`src/hw/rtl/midi_running_status_parser_defines.svh`:
```
// Assertion macros used by the MIDI running status parser RTL.
`ifndef MIDI_RUNNING_STATUS_PARSER_DEFINES_SVH
`define MIDI_RUNNING_STATUS_PARSER_DEFINES_SVH

`ifndef ASSERT_OFF

// The consequent must hold in the same cycle as the antecedent.
`define MRSP_ASSERT_IMPL(label, clock, reset, ante, cons, msg) \
  label: assert property (@(posedge clock) disable iff (reset) (ante) |-> (cons)) \
    else $error(msg);

// The consequent must hold in the cycle after the antecedent.
`define MRSP_ASSERT_NEXT(label, clock, reset, ante, cons, msg) \
  label: assert property (@(posedge clock) disable iff (reset) (ante) |=> (cons)) \
    else $error(msg);

`else

`define MRSP_ASSERT_IMPL(label, clock, reset, ante, cons, msg)
`define MRSP_ASSERT_NEXT(label, clock, reset, ante, cons, msg)

`endif

`endif

```
`src/hw/rtl/mrsp_pkg.sv`:
```
// Types and constants of the MIDI running status parser.
`default_nettype none

package mrsp_pkg;

  localparam logic [7:0] REALTIME_MIN = 8'hF8;
  localparam logic [7:0] SYSTEM_MIN   = 8'hF0;
  localparam logic [7:0] STATUS_MIN   = 8'h80;
  localparam logic [3:0] HI_PROG      = 4'hC;
  localparam logic [3:0] HI_PRESSURE  = 4'hD;

  localparam logic [1:0] HELD_NONE   = 2'd0;
  localparam logic [1:0] HELD_STATUS = 2'd1;
  localparam logic [1:0] HELD_FIRST  = 2'd2;

  localparam logic KIND_CHANNEL  = 1'b0;
  localparam logic KIND_REALTIME = 1'b1;

  localparam logic [1:0] LEN_ONE   = 2'd1;
  localparam logic [1:0] LEN_TWO   = 2'd2;
  localparam logic [1:0] LEN_THREE = 2'd3;

  typedef struct packed {
    logic [7:0] running_status;
    logic [1:0] bytes_held;
    logic [6:0] held_data;
  } mrsp_state_t;

  typedef struct packed {
    logic       valid;
    logic       kind;
    logic [7:0] status_byte;
    logic [6:0] data_first;
    logic [6:0] data_second;
    logic [1:0] message_length;
  } mrsp_result_t;

endpackage

`default_nettype wire

```
`src/hw/rtl/mrsp_decode.sv`:
```
// Byte classifier and message assembler: next parser state and result for one byte.
`default_nettype none

module mrsp_decode
  import mrsp_pkg::*;
(
  input  logic [7:0]   rx_byte,
  input  mrsp_state_t  state,
  output mrsp_state_t  state_next,
  output mrsp_result_t result
);

  logic [1:0] held_eff;
  logic       one_data;

  always_comb begin
    state_next = state;
    result     = '0;

    // A data byte with no open message restarts one from the running status.
    if (state.bytes_held == HELD_STATUS || state.bytes_held == HELD_FIRST) begin
      held_eff = state.bytes_held;
    end else if (state.running_status == 8'h00) begin
      held_eff = HELD_NONE;
    end else begin
      held_eff = HELD_STATUS;
    end

    one_data = (state.running_status[7:4] == HI_PROG) ||
               (state.running_status[7:4] == HI_PRESSURE);

    priority if (rx_byte >= REALTIME_MIN) begin
      result.valid          = 1'b1;
      result.kind           = KIND_REALTIME;
      result.status_byte    = rx_byte;
      result.message_length = LEN_ONE;
    end else if (rx_byte >= SYSTEM_MIN) begin
      state_next.running_status = 8'h00;
      state_next.bytes_held     = HELD_NONE;
    end else if (rx_byte >= STATUS_MIN) begin
      state_next.running_status = rx_byte;
      state_next.bytes_held     = HELD_STATUS;
    end else begin
      unique case (held_eff)
        HELD_STATUS: begin
          if (one_data) begin
            state_next.bytes_held = HELD_NONE;
            result.valid          = 1'b1;
            result.kind           = KIND_CHANNEL;
            result.status_byte    = state.running_status;
            result.data_first     = rx_byte[6:0];
            result.message_length = LEN_TWO;
          end else begin
            state_next.held_data  = rx_byte[6:0];
            state_next.bytes_held = HELD_FIRST;
          end
        end
        HELD_FIRST: begin
          state_next.bytes_held = HELD_NONE;
          result.valid          = 1'b1;
          result.kind           = KIND_CHANNEL;
          result.status_byte    = state.running_status;
          result.data_first     = state.held_data;
          result.data_second    = rx_byte[6:0];
          result.message_length = LEN_THREE;
        end
        default: begin
          state_next.bytes_held = HELD_NONE;
        end
      endcase
    end
  end

endmodule

`default_nettype wire

```
`src/hw/rtl/midi_running_status_parser.sv`:
```
// Top level of the MIDI running status parser.
//
//   Channel  Direction  tdata                                    tuser
//   s_axis   in         rx_byte[7:0]                             -
//   m_axis   out        status, data_first, data_second, length  kind
//
// One byte is taken per cycle when both sides keep up; a byte is first held in the input
// register and its result, if any, is then captured in the output register.
// Parser state is updated as a byte moves from the input register to the output stage.
// rst clears the running status, the open message and both valid flags.
// A stalled output holds its word; the input register then fills and s_axis_tready drops.
`default_nettype none

module midi_running_status_parser
  import mrsp_pkg::*;
(
  input  logic        clk,
  input  logic        rst,
  input  logic        s_axis_tvalid,
  output logic        s_axis_tready,
  input  logic [7:0]  s_axis_tdata,   // [7:0] rx_byte
  output logic        m_axis_tvalid,
  input  logic        m_axis_tready,
  output logic [23:0] m_axis_tdata,   // [7:0] status_byte, [14:8] data_first,
                                      // [21:15] data_second, [23:22] message_length
  output logic        m_axis_tuser    // [0] kind
);

  logic         in_valid;
  logic [7:0]   in_byte;
  logic         out_free;
  logic         advance;

  mrsp_state_t  state;
  mrsp_state_t  state_next;
  mrsp_result_t result;

  logic         out_valid;
  logic         out_kind;
  logic [23:0]  out_data;

  assign out_free      = !out_valid || m_axis_tready;
  assign advance       = in_valid && out_free;
  assign s_axis_tready = !in_valid || advance;

  mrsp_decode u_decode (
    .rx_byte    (in_byte),
    .state      (state),
    .state_next (state_next),
    .result     (result)
  );

  always_ff @(posedge clk) begin
    if (rst) begin
      in_valid  <= 1'b0;
      state     <= '0;
      out_valid <= 1'b0;
    end else begin
      if (s_axis_tready) begin
        in_valid <= s_axis_tvalid;
      end
      if (advance) begin
        state     <= state_next;
        out_valid <= result.valid;
      end else if (m_axis_tready) begin
        out_valid <= 1'b0;
      end
    end
  end

  // Payload registers carry no reset; each is loaded whenever its valid flag is set.
  always_ff @(posedge clk) begin
    if (s_axis_tready && s_axis_tvalid) begin
      in_byte <= s_axis_tdata;
    end
    if (advance && result.valid) begin
      out_kind <= result.kind;
      out_data <= {result.message_length, result.data_second,
                   result.data_first, result.status_byte};
    end
  end

  assign m_axis_tvalid = out_valid;
  assign m_axis_tdata  = out_data;
  assign m_axis_tuser  = out_kind;

`include "midi_running_status_parser_defines.svh"

  `MRSP_ASSERT_IMPL(a_held_in_range, clk, rst, 1'b1, state.bytes_held != 2'd3,
                    "bytes held reached three")
  `MRSP_ASSERT_IMPL(a_open_needs_status, clk, rst, state.bytes_held != HELD_NONE,
                    state.running_status[7] && (state.running_status[7:4] != 4'hF),
                    "open message without running status")
  `MRSP_ASSERT_IMPL(a_realtime_shape, clk, rst, out_valid && (out_kind == KIND_REALTIME),
                    (out_data[23:22] == LEN_ONE) && (out_data[21:8] == 14'd0) &&
                    (out_data[7:3] == 5'h1F), "malformed realtime word")
  `MRSP_ASSERT_IMPL(a_channel_shape, clk, rst, out_valid && (out_kind == KIND_CHANNEL),
                    out_data[7] && (out_data[7:4] != 4'hF) && (out_data[23:22] != 2'd0) &&
                    (out_data[23:22] != LEN_ONE), "malformed channel word")
  `MRSP_ASSERT_NEXT(a_stall_holds_state, clk, rst, in_valid && !out_free,
                    $stable(state.bytes_held) && $stable(state.running_status),
                    "parser state moved during a stall")

endmodule

`default_nettype wire
```
`config.mk`:
```
export PLATFORM = sky130hd
export DESIGN_NAME = midi_running_status_parser
export DESIGN_NICKNAME = d
export VERILOG_FILES = /design/src/hw/rtl/mrsp_pkg.sv /design/src/hw/rtl/mrsp_decode.sv /design/src/hw/rtl/midi_running_status_parser.sv
export VERILOG_INCLUDE_DIRS = /design/src /design/src/hw/rtl
export SDC_FILE = /design/constraint.sdc
export NUM_CORES = 1
export LEC_CHECK = 0
export ABC_AREA = 0
export BUFFER_PORTS_ARGS = -buffer_cell sky130_fd_sc_hd__buf_2
export CAP_MARGIN = 5
export CORE_MARGIN = 2
export CORE_UTILIZATION = 54
export DETAILED_ROUTE_END_ITERATION = 10
export PLACE_DENSITY_LB_ADDON = 0.25
export SLEW_MARGIN = 20
export SYNTH_ARGS = -nofsm -noshare
export SYNTH_HDL_FRONTEND = slang
export SYNTH_SLANG_ARGS = --single-unit
```
`constraint.sdc`:
```
create_clock -name clk -period 4.03 [get_ports clk]
set_input_delay 0.6045 -clock clk [delete_from_list [all_inputs] [get_ports clk]]
set_output_delay 0.6045 -clock clk [all_outputs]
set_load 0.05 [all_outputs]
```
==> results.md, run 1 <==
Status:
- The run finished with clean final reports.

Cells and area:
- The footprint of the multi-input gates is roughly 700 µm².
- The flip-flop and latch area is about 1400 µm².
- The filler cell count is approximately 300.
- The proportion of layout cells with a drive suffix above 1 is 0.2750.
- The number of antenna diodes in the final layout is 0.
- The net count reported at finish is between 200 and 250.
- Compared with the post-synthesis result, the final layout area differs by 14.07%.
- The final standard cell utilization of the core is 0.6557.

Global route:
- For this run the aggregate overflow at the end of global routing stands at 0.
- In the global route stage, overall resource usage came out at 0.1889.
- The largest net degree at the start of global routing is 29.
- The via count of the first global-routing pass is about 1,300.
- The first-pass GRT wire length is 6078 µm.
- The initial antenna violation count was 0.

Drt:
- The iteration count of the initial detailed-routing pass is 4.
- The number of routed nets with antenna violations is 0.
- The wire length per cell is approximately 15 µm.
- The total via count after detailed routing is ~1,300.
- For this block, the initial DRC count from the detailed router was 57.
- The detailed-route DRC error count is 0.
- Dividing the detail-routed via count by the number of cells gives roughly 5.4.
- The final layout contains routed wiring with a total length of 3803 µm.

Timing:
- The number of setup violations in the final report is 0.
- The time the final worst path needs with I/O delays and setup is 3010 ps.
- Setup repair after global routing left no endpoint under its margin.
- For the final routed database, the setup TNS stands at 0 ps.
- At the pin with the least slew margin, the transition time is around 640 ps.
- Dividing the final minimum period by the clock period gives 0.7468.
- The relative slew slack is 0.5721.
- Timing would allow up to 332.3 MHz.
- The final count of hold timing violations is 0.
- After layout, the worst setup slack is 1020 ps.
- The clock skew after layout is approximately 8 ps.
- The number of max-slew violations in the final report is 0.
- Across all hold checks on the routed design, the worst slack comes to ~480 ps.

Worst setup path:
- The largest delay contributor family on the critical path is compound AO/OA/AOI/OAI gates.
- The worst-path maximum fanout is 25.
- The worst-case reg-to-reg path depth is 9.
- The startpoint kind of the worst setup timing path is a flip-flop.
- The critical path contains buffers and inverters numbering 2 combined.
- The cell that appears most often on the critical path is sky130_fd_sc_hd__ha_1.
- The critical path goes through inv_1 > ha_1 > nor2_1 > a31o_2 > ha_1 > nor3b_2 > o21bai_2 > o211a_1 > buf_4.
- Data on the critical path is required at its endpoint by roughly 4000 ps.
- The critical path in this run is classified as flip-flop to flip-flop.
- The launching point of the worst reg2reg path is state[7]$_SDFFE_PP0P_.
- For this design, the slowest cell found on the critical path is sky130_fd_sc_hd__nor3b_2.
- The arrival time of data at the critical path endpoint is between 2000 and 3000 ps.
- The sort of element at the end of the critical path is a flip-flop.
- The worst register-to-register path ends at m_axis_tdata[16]$_SDFFCE_PP0P_.
- In this design, the stage delay of the slowest critical-path cell is 540 ps.
- The register-to-register setup slack is ~1000 ps.

Yosys:
- Synthesis produced 160 cells.
- The synthesized design spends more area on one cell type than any other, namely sky130_fd_sc_hd__edfxtp_1.
- The async set-reset flop share out of synthesis is 0.
- Synthesis produced a netlist with a net count of 175.
- The number of enable flip-flop cells after synthesis is 33.
- Yosys attributes the largest share of cell area to sky130_fd_sc_hd__edfxtp_1 46%, sky130_fd_sc_hd__dfxtp_1 18%, sky130_fd_sc_hd__nand2b_1 4.7%, sky130_fd_sc_hd__a22o_1 4.1%, sky130_fd_sc_hd__mux2i_1 3.3%.
- By count the netlist is led by 33 x sky130_fd_sc_hd__edfxtp_1, 19 x sky130_fd_sc_hd__dfxtp_1, 16 x sky130_fd_sc_hd__nand2b_1.
- The total of warnings raised by yosys is 0.
- Summing every instance area after synthesis gives between 2000 and 2500 µm².
- After synthesis, the mean cell area works out to 13.45 µm².
- The synthesized flop and latch total is 52.
- Synthesis instantiated 38 different standard cells from the library.
- The most used flip-flop cell after synthesis is sky130_fd_sc_hd__edfxtp_1.
- The sequential area share after synthesis is 0.6372.
- The area share of the largest cell type after synthesis is 0.4605.
- The cell with the most instances after synthesis is sky130_fd_sc_hd__edfxtp_1.

Job:
- The number of max-cap violations is 0.

Power and ir drop:
- Of the total power, the clock network draws 0.292.
- Of the total power, the share spent switching nets is 0.2198.
- The design draws roughly 0.94 mW.
- The share of total power dissipated in sequential elements is 0.634.
- The net switching power of the design is between 0.2 and 0.25 mW.
- Across the VDD grid, the largest voltage drop is 0.2285 mV.
- The leakage power total is 0.9784 nW.
- The share of total power dissipated in combinational logic is 0.074.
- For this design the ratio of total power to cell area is 381.6 nW/µm².
- The internal portion of total power is 0.7310 mW.

Clock tree:
- The root buffer cell is sky130_fd_sc_hd__clkbuf_8.
- The clock edge transition at the registers on the reported setup and hold paths is 90 ps.
- After clock tree synthesis, the flow added hold-fix buffers numbering 0.
- The number of buffers inserted by post-CTS setup repair is 0.
- For this design, the sink count on the clock tree is 52.
- The clock insertion delay at the later pin of the skew report is roughly 300 ps.
- The number of gates resized after CTS was 0.
- The number of levels in the clock H-tree is 2.
- The maximum root-to-sink buffer count is 2.
- TritonCTS built the clock tree.
- The number of CTS-inserted buffers is 5.

Placement:
- The final estimated routing congestion in global placement is 0.8207.
- Buffers placed on the I/O ports in this run total 38.
- After legalization and detailed placement, the total HPWL measured approximately 2700 µm.
- The minimum setup slack after placement is 1042 ps.

Die:
- The floorplan step set the die height to about 67 µm.
- The initial utilization of the core area, before any placement, comes to 0.5749.
- 39 I/O pins were placed.
- The die covers around 4500 µm².
- In this run the horizontal extent of the chip is around 67 µm.
- The core region is approximately 3700 µm².
- The number of placement rows is 22.

Hold path:
- The instance count along the most critical hold path is 1.
- The source of the worst hold timing path is s_axis_tdata[1].
- The worst hold path class is primary input to flip-flop.
- The sink of the worst hold path is in_byte[1]$_DFFE_PP_.
-- state kept, by name, indices dropped and copies added, names as in the netlist --
name / cells
m_axis_tdata: 24
m_axis_tvalid: 1
in_byte: 8
in_valid: 1
state: 17
m_axis_tuser: 1
-- power groups by stage --
stage	clock network, mW	registers (mW)	logic [mW]
finish	0.274	0.594	0.0697
global route	0.303	0.595	0.0780
CTS	0.283	0.593	0.0700
detailed placement	0	0.606	0.0698
global placement	0	0.605	0.0660
floorplan	0	0.605	0.0501
-- worst max-delay path by stage --
stage | to | from | cells past startpoint
finish | m_axis_tdata[16]$_SDFFCE_PP0P_ | state[7]$_SDFFE_PP0P_ | 9
global route | m_axis_tdata[3]$_DFFE_PP_ | state[7]$_SDFFE_PP0P_ | 9
CTS | m_axis_tdata[16]$_SDFFCE_PP0P_ | state[7]$_SDFFE_PP0P_ | 9
detailed placement | m_axis_tdata[17]$_SDFFCE_PP0P_ | state[7]$_SDFFE_PP0P_ | 9
global placement | m_axis_tdata[20]$_SDFFCE_PP0P_ | state[7]$_SDFFE_PP0P_ | 9
floorplan | m_axis_tdata[0]$_DFFE_PP_ | state[7]$_SDFFE_PP0P_ | 8
-- routing by layer --
layer	share of wire	vias to the layer above	global-route usage
li1	-	666	-
met1	0.41	642	0.2290
met2	0.53	35	0.3230
met3	0.050	5	0.05000
met4	0.013	0	0.07143
met5	0	-	0
-- worst register-to-register path, cell delays in order, from the launching register on --
cell and delay, ps:
sky130_fd_sc_hd__dfxtp_1 370, sky130_fd_sc_hd__inv_1 60, sky130_fd_sc_hd__ha_1 290, sky130_fd_sc_hd__nor2_1 40, sky130_fd_sc_hd__a31o_2 220, sky130_fd_sc_hd__ha_1 320
sky130_fd_sc_hd__nor3b_2 540, sky130_fd_sc_hd__o21bai_2 340, sky130_fd_sc_hd__o211a_1 190, sky130_fd_sc_hd__buf_4 310
-- cells in the final DEF (no fill, tap or decap), drive strengths merged, types with 2 or more instances in the layout --
cell type,instances
mux2i,7
dfxtp,19
a21oi,3
and2,10
nor2,3
buf,39
nand2b,16
o22ai,2
nor4,3
ha,3
clkbuf,7
o32ai,6
nor2b,2
inv,12
a211oi,2
a21o,5
a22o,10
edfxtp,33
-- stage by stage --
stage,instance area (µm²),std cells
2_1_floorplan,2152,160
3_3_place_gp,2374,240
3_5_place_dp,2374,240
4_1_cts,2455,248
5_1_grt,2455,248
6_report,2455,248
-- logic make-up after synthesis --
group                    count (synthesis)  share of synthesized area
AO/OA/AOI/OAI                           34                     0.1390
adder cells (fa/ha/maj)                  3                    0.01744
buffers and inverters                   19                    0.03779
flip-flops                              52                     0.6372
multiplexers                             7                    0.03256
AND/OR/NAND/NOR                         45                     0.1361
-- cell type report --
| type | count | area share |
|---|---|---|
| Inverter | 12 | 0.01835 |
| Multi-Input combinational cell | 89 | 0.2849 |
| Tap cell | 48 | 0.02446 |
| Timing Repair Buffer | 39 | 0.08053 |
| Clock buffer | 7 | 0.03109 |
| Sequential cell | 52 | 0.5586 |
| Clock inverter | 1 | 0.002039 |
Note: power is estimated with default switching activity, not from simulation.
==> run 2, diff against run 1 <==
- CORE_UTILIZATION: 54 -> 49
- clock period: 4.03 -> 2.7 ns (I/O delays scaled with it)
==> results.md, run 2 (synthesis results as in run 1) <==
Status:
- The flow ran to the end, and the final reports show no timing, DRC or antenna violations.

Placement:
- The final estimated routing congestion in global placement is 0.8340 (+1.6%).
- The detailed placer's ending HPWL is 2796 µm (+1.9%).
- The number of buffers added on ports is 38 (unchanged).

Cells and area:
- The most common cell after layout, fill and taps aside is sky130_fd_sc_hd__buf_2.
- The net count reported at finish came to 219 (+2.3%).
- The flip-flop and latch area is 1373 µm² (about the same).
- In the layout the commonest cells are 38 x sky130_fd_sc_hd__buf_2, 33 x sky130_fd_sc_hd__edfxtp_1, 18 x sky130_fd_sc_hd__dfxtp_1, 16 x sky130_fd_sc_hd__nand2b_1, 11 x sky130_fd_sc_hd__inv_1.
- The flip-flop count of the largest register after layout is 24 (unchanged).
- The proportion of layout cells with a drive suffix above 1 was 0.3073 (+0.03232).
- The filler cell count was 353 (+18%).
- The footprint of the multi-input gates is 769.5 µm² (+10%).
- The relative area change from synthesis to final layout is 18.90%.
- The antenna diode count is 0 (unchanged).

Clock tree:
- The number of CTS-inserted buffers was 5 (unchanged).
- The maximum root-to-sink buffer count is 2 (unchanged).
- The clock tree from TritonCTS is yes.
- The number of levels in the clock H-tree is 2 (unchanged).
- The number of buffers inserted by post-CTS setup repair was 0 (unchanged).
- The number of sinks driven by the clock tree came to 52 (unchanged).
- The clock edge transition at the registers on the reported setup and hold paths was 90 ps (about the same).
- The clock insertion delay at the later pin of the skew report came to 300 ps (about the same).
- Clock tree synthesis selected as its root buffer the cell sky130_fd_sc_hd__clkbuf_8.

Power and ir drop:
- The power after layout is 1.455 mW (+55%).
- The leakage power total is 0.9988 nW (+2.1%).
- The highest ir drop seen on vdd is 0.4566 mV (+100%).
- The internal portion of total power was 1.122 mW (+53%).
- The net switching power of the design was 0.3328 mW (+62%).
- The part of the power in combinational logic is 0.078 (+0.004).
- The clock network power share is 0.311 (+0.019).
- The total power divided by cell area is 568.5 nW/µm² (+49%).
- The switching share of total power was 0.2288 (+0.009023).
- The sequential cell fraction of total power came to 0.611 (-0.023).

Timing:
- The part of the cycle the worst path needs is 0.9475 (+0.2007).
- The maximum clock frequency came to 390.9 MHz (+18%).
- The minimum hold slack is 271.7 ps (-205.7 ps).
- Setup repair after global routing left no endpoint under its margin.
- The number of max-slew violations in the final report came to 0 (unchanged).
- The final count of hold timing violations was 0 (unchanged).
- The time the final worst path needs with I/O delays and setup is 2558 ps (-451.5 ps).
- The sum of negative setup slack is 0 ps (unchanged).
- The relative slew slack is 0.5256 (-0.04651).
- The slew of the pin with the lowest slew margin was 711.6 ps (+71.09 ps).
- The clock skew after layout is 5.835 ps (-2.192 ps).
- The number of setup violations in the final report was 0 (unchanged).

Worst setup path:
- The arrival time of data at the critical path endpoint is 2570 ps (-410 ps).
- STA classifies the critical path startpoint as a flip-flop.
- The worst-path maximum fanout came to 7 (-72%).
- The required time of the critical path is 2710 ps (-1290 ps).
- The sort of element at the end of the critical path is a flip-flop.
- The start-to-end type of the worst setup path is flip-flop to flip-flop.

Drt:
- The routed wire length is 4418 µm (+16%).
- The total via count after detailed routing came to 1,434 (+6.4%).
- The number of routed nets with antenna violations came to 0 (unchanged).
- The iteration-0 DRC count of the detailed router is 123 (+120%).
- The wire length per cell is 17.19 µm (+12%).
- The ratio of routed vias to standard cells came to 5.580 (+2.7%).
- The detailed-route DRC error count is 0 (unchanged).
- The iteration count of the initial detailed-routing pass is 4 (unchanged).

Die:
- The starting utilization of the core area is 0.5012 (-0.07370).
- The core outline area is 4294 µm² (+15%).
- The width of the die is 70.27 µm (+4.7%).
- The area of the die is 4938 µm² (+9.6%).
- The height of the chip came to 70.27 µm (+4.7%).
- The top-level I/O count is 39 (unchanged).
- The number of placement rows is 24 (+9.1%).

Job:
- The number of max-cap violations came to 0 (unchanged).

Hold path:
- The min-delay analysis places its worst path in the category primary input to flip-flop.

Global route:
- The total overflow reported by the global router is 0 (unchanged).
- The largest net degree at the start of global routing is 29 (unchanged).
- The first-pass GRT wire length is 6893 µm (+13%).
- The overall routing resource usage is 0.1850 (-0.003957).
- The initial antenna violation count came to 0 (unchanged).
- The via count of the first global-routing pass was 1,390 (+6.9%).
## run 2: cell types whose count changed in the layout (fill, tap and decap cells not counted), sizes merged
cell      before  now
clkinv         1    0
o211a          1    4
buf           39   41
clkinvlp       0    1
## run 2: power by group through the flow
stage          combinational (mW)  clock [mW]  sequential (mW)
4_1_cts                     0.109       0.462            0.887
2_1_floorplan              0.0750           0            0.903
3_5_place_dp                0.107           0            0.905
3_3_place_gp                0.101           0            0.903
5_1_grt                     0.125       0.498            0.891
6_report                    0.114       0.452            0.889
## run 2: stage by stage
step	util	instances	cell area, µm²	worst slack, ps
after floorplan	-	160	2160	30.87
after global placement	0.5591	246	2401	104.1
after detailed placement	0.5591	246	2401	-34.33
after CTS	0.5851	255	2512	6.710
after global routing	0.5959	257	2559	67.48
final	0.5959	257	2559	141.9
## run 2: routing by layer
layer | up-vias | share of wire | track usage
met5 | - | 0 | 0
met4 | 0 | 0.025 | 0.07906
met3 | 9 | 0.051 | 0.05051
met2 | 43 | 0.50 | 0.3134
met1 | 693 | 0.42 | 0.2203
li1 | 689 | - | -
## run 2: final cells by class
class | instances | area share
clock buffer | 7 | 0.03374
tap | 52 | 0.02543
timing repair buffer | 41 | 0.08313
sequential | 52 | 0.5364
inverter | 12 | 0.01760
clock inverter | 1 | 0.002934
multi-input combinational | 92 | 0.3007
## run 2: worst paths after layout
kind	startpoint	end	slack, ps	cells past startpoint
min	s_axis_tdata[2]	in_byte[2]$_DFFE_PP_	270	1
max reg2reg	state[7]$_SDFFE_PP0P_	m_axis_tdata[5]$_DFFE_PP_	140	8
max	state[7]$_SDFFE_PP0P_	m_axis_tdata[5]$_DFFE_PP_	140	8
min reg2reg	state[4]$_SDFFE_PP0P_	state[4]$_SDFFE_PP0P_	480	2
## run 2: timing repair
item,in CTS,in global routing
pin swaps,0,1
setup endpoints to repair,25,25
hold buffers,0,0
resized for setup,1,5
gates cloned,1,2
## run 2: critical path, cell delays in order (launching register included)
cell and delay [ps]:
sky130_fd_sc_hd__dfxtp_2 350, sky130_fd_sc_hd__inv_1 40, sky130_fd_sc_hd__ha_1 300, sky130_fd_sc_hd__nor2_1 50, sky130_fd_sc_hd__a31o_2 230, sky130_fd_sc_hd__ha_1 330, sky130_fd_sc_hd__or3b_4 430, sky130_fd_sc_hd__o21bai_4 270
sky130_fd_sc_hd__o211a_4 260
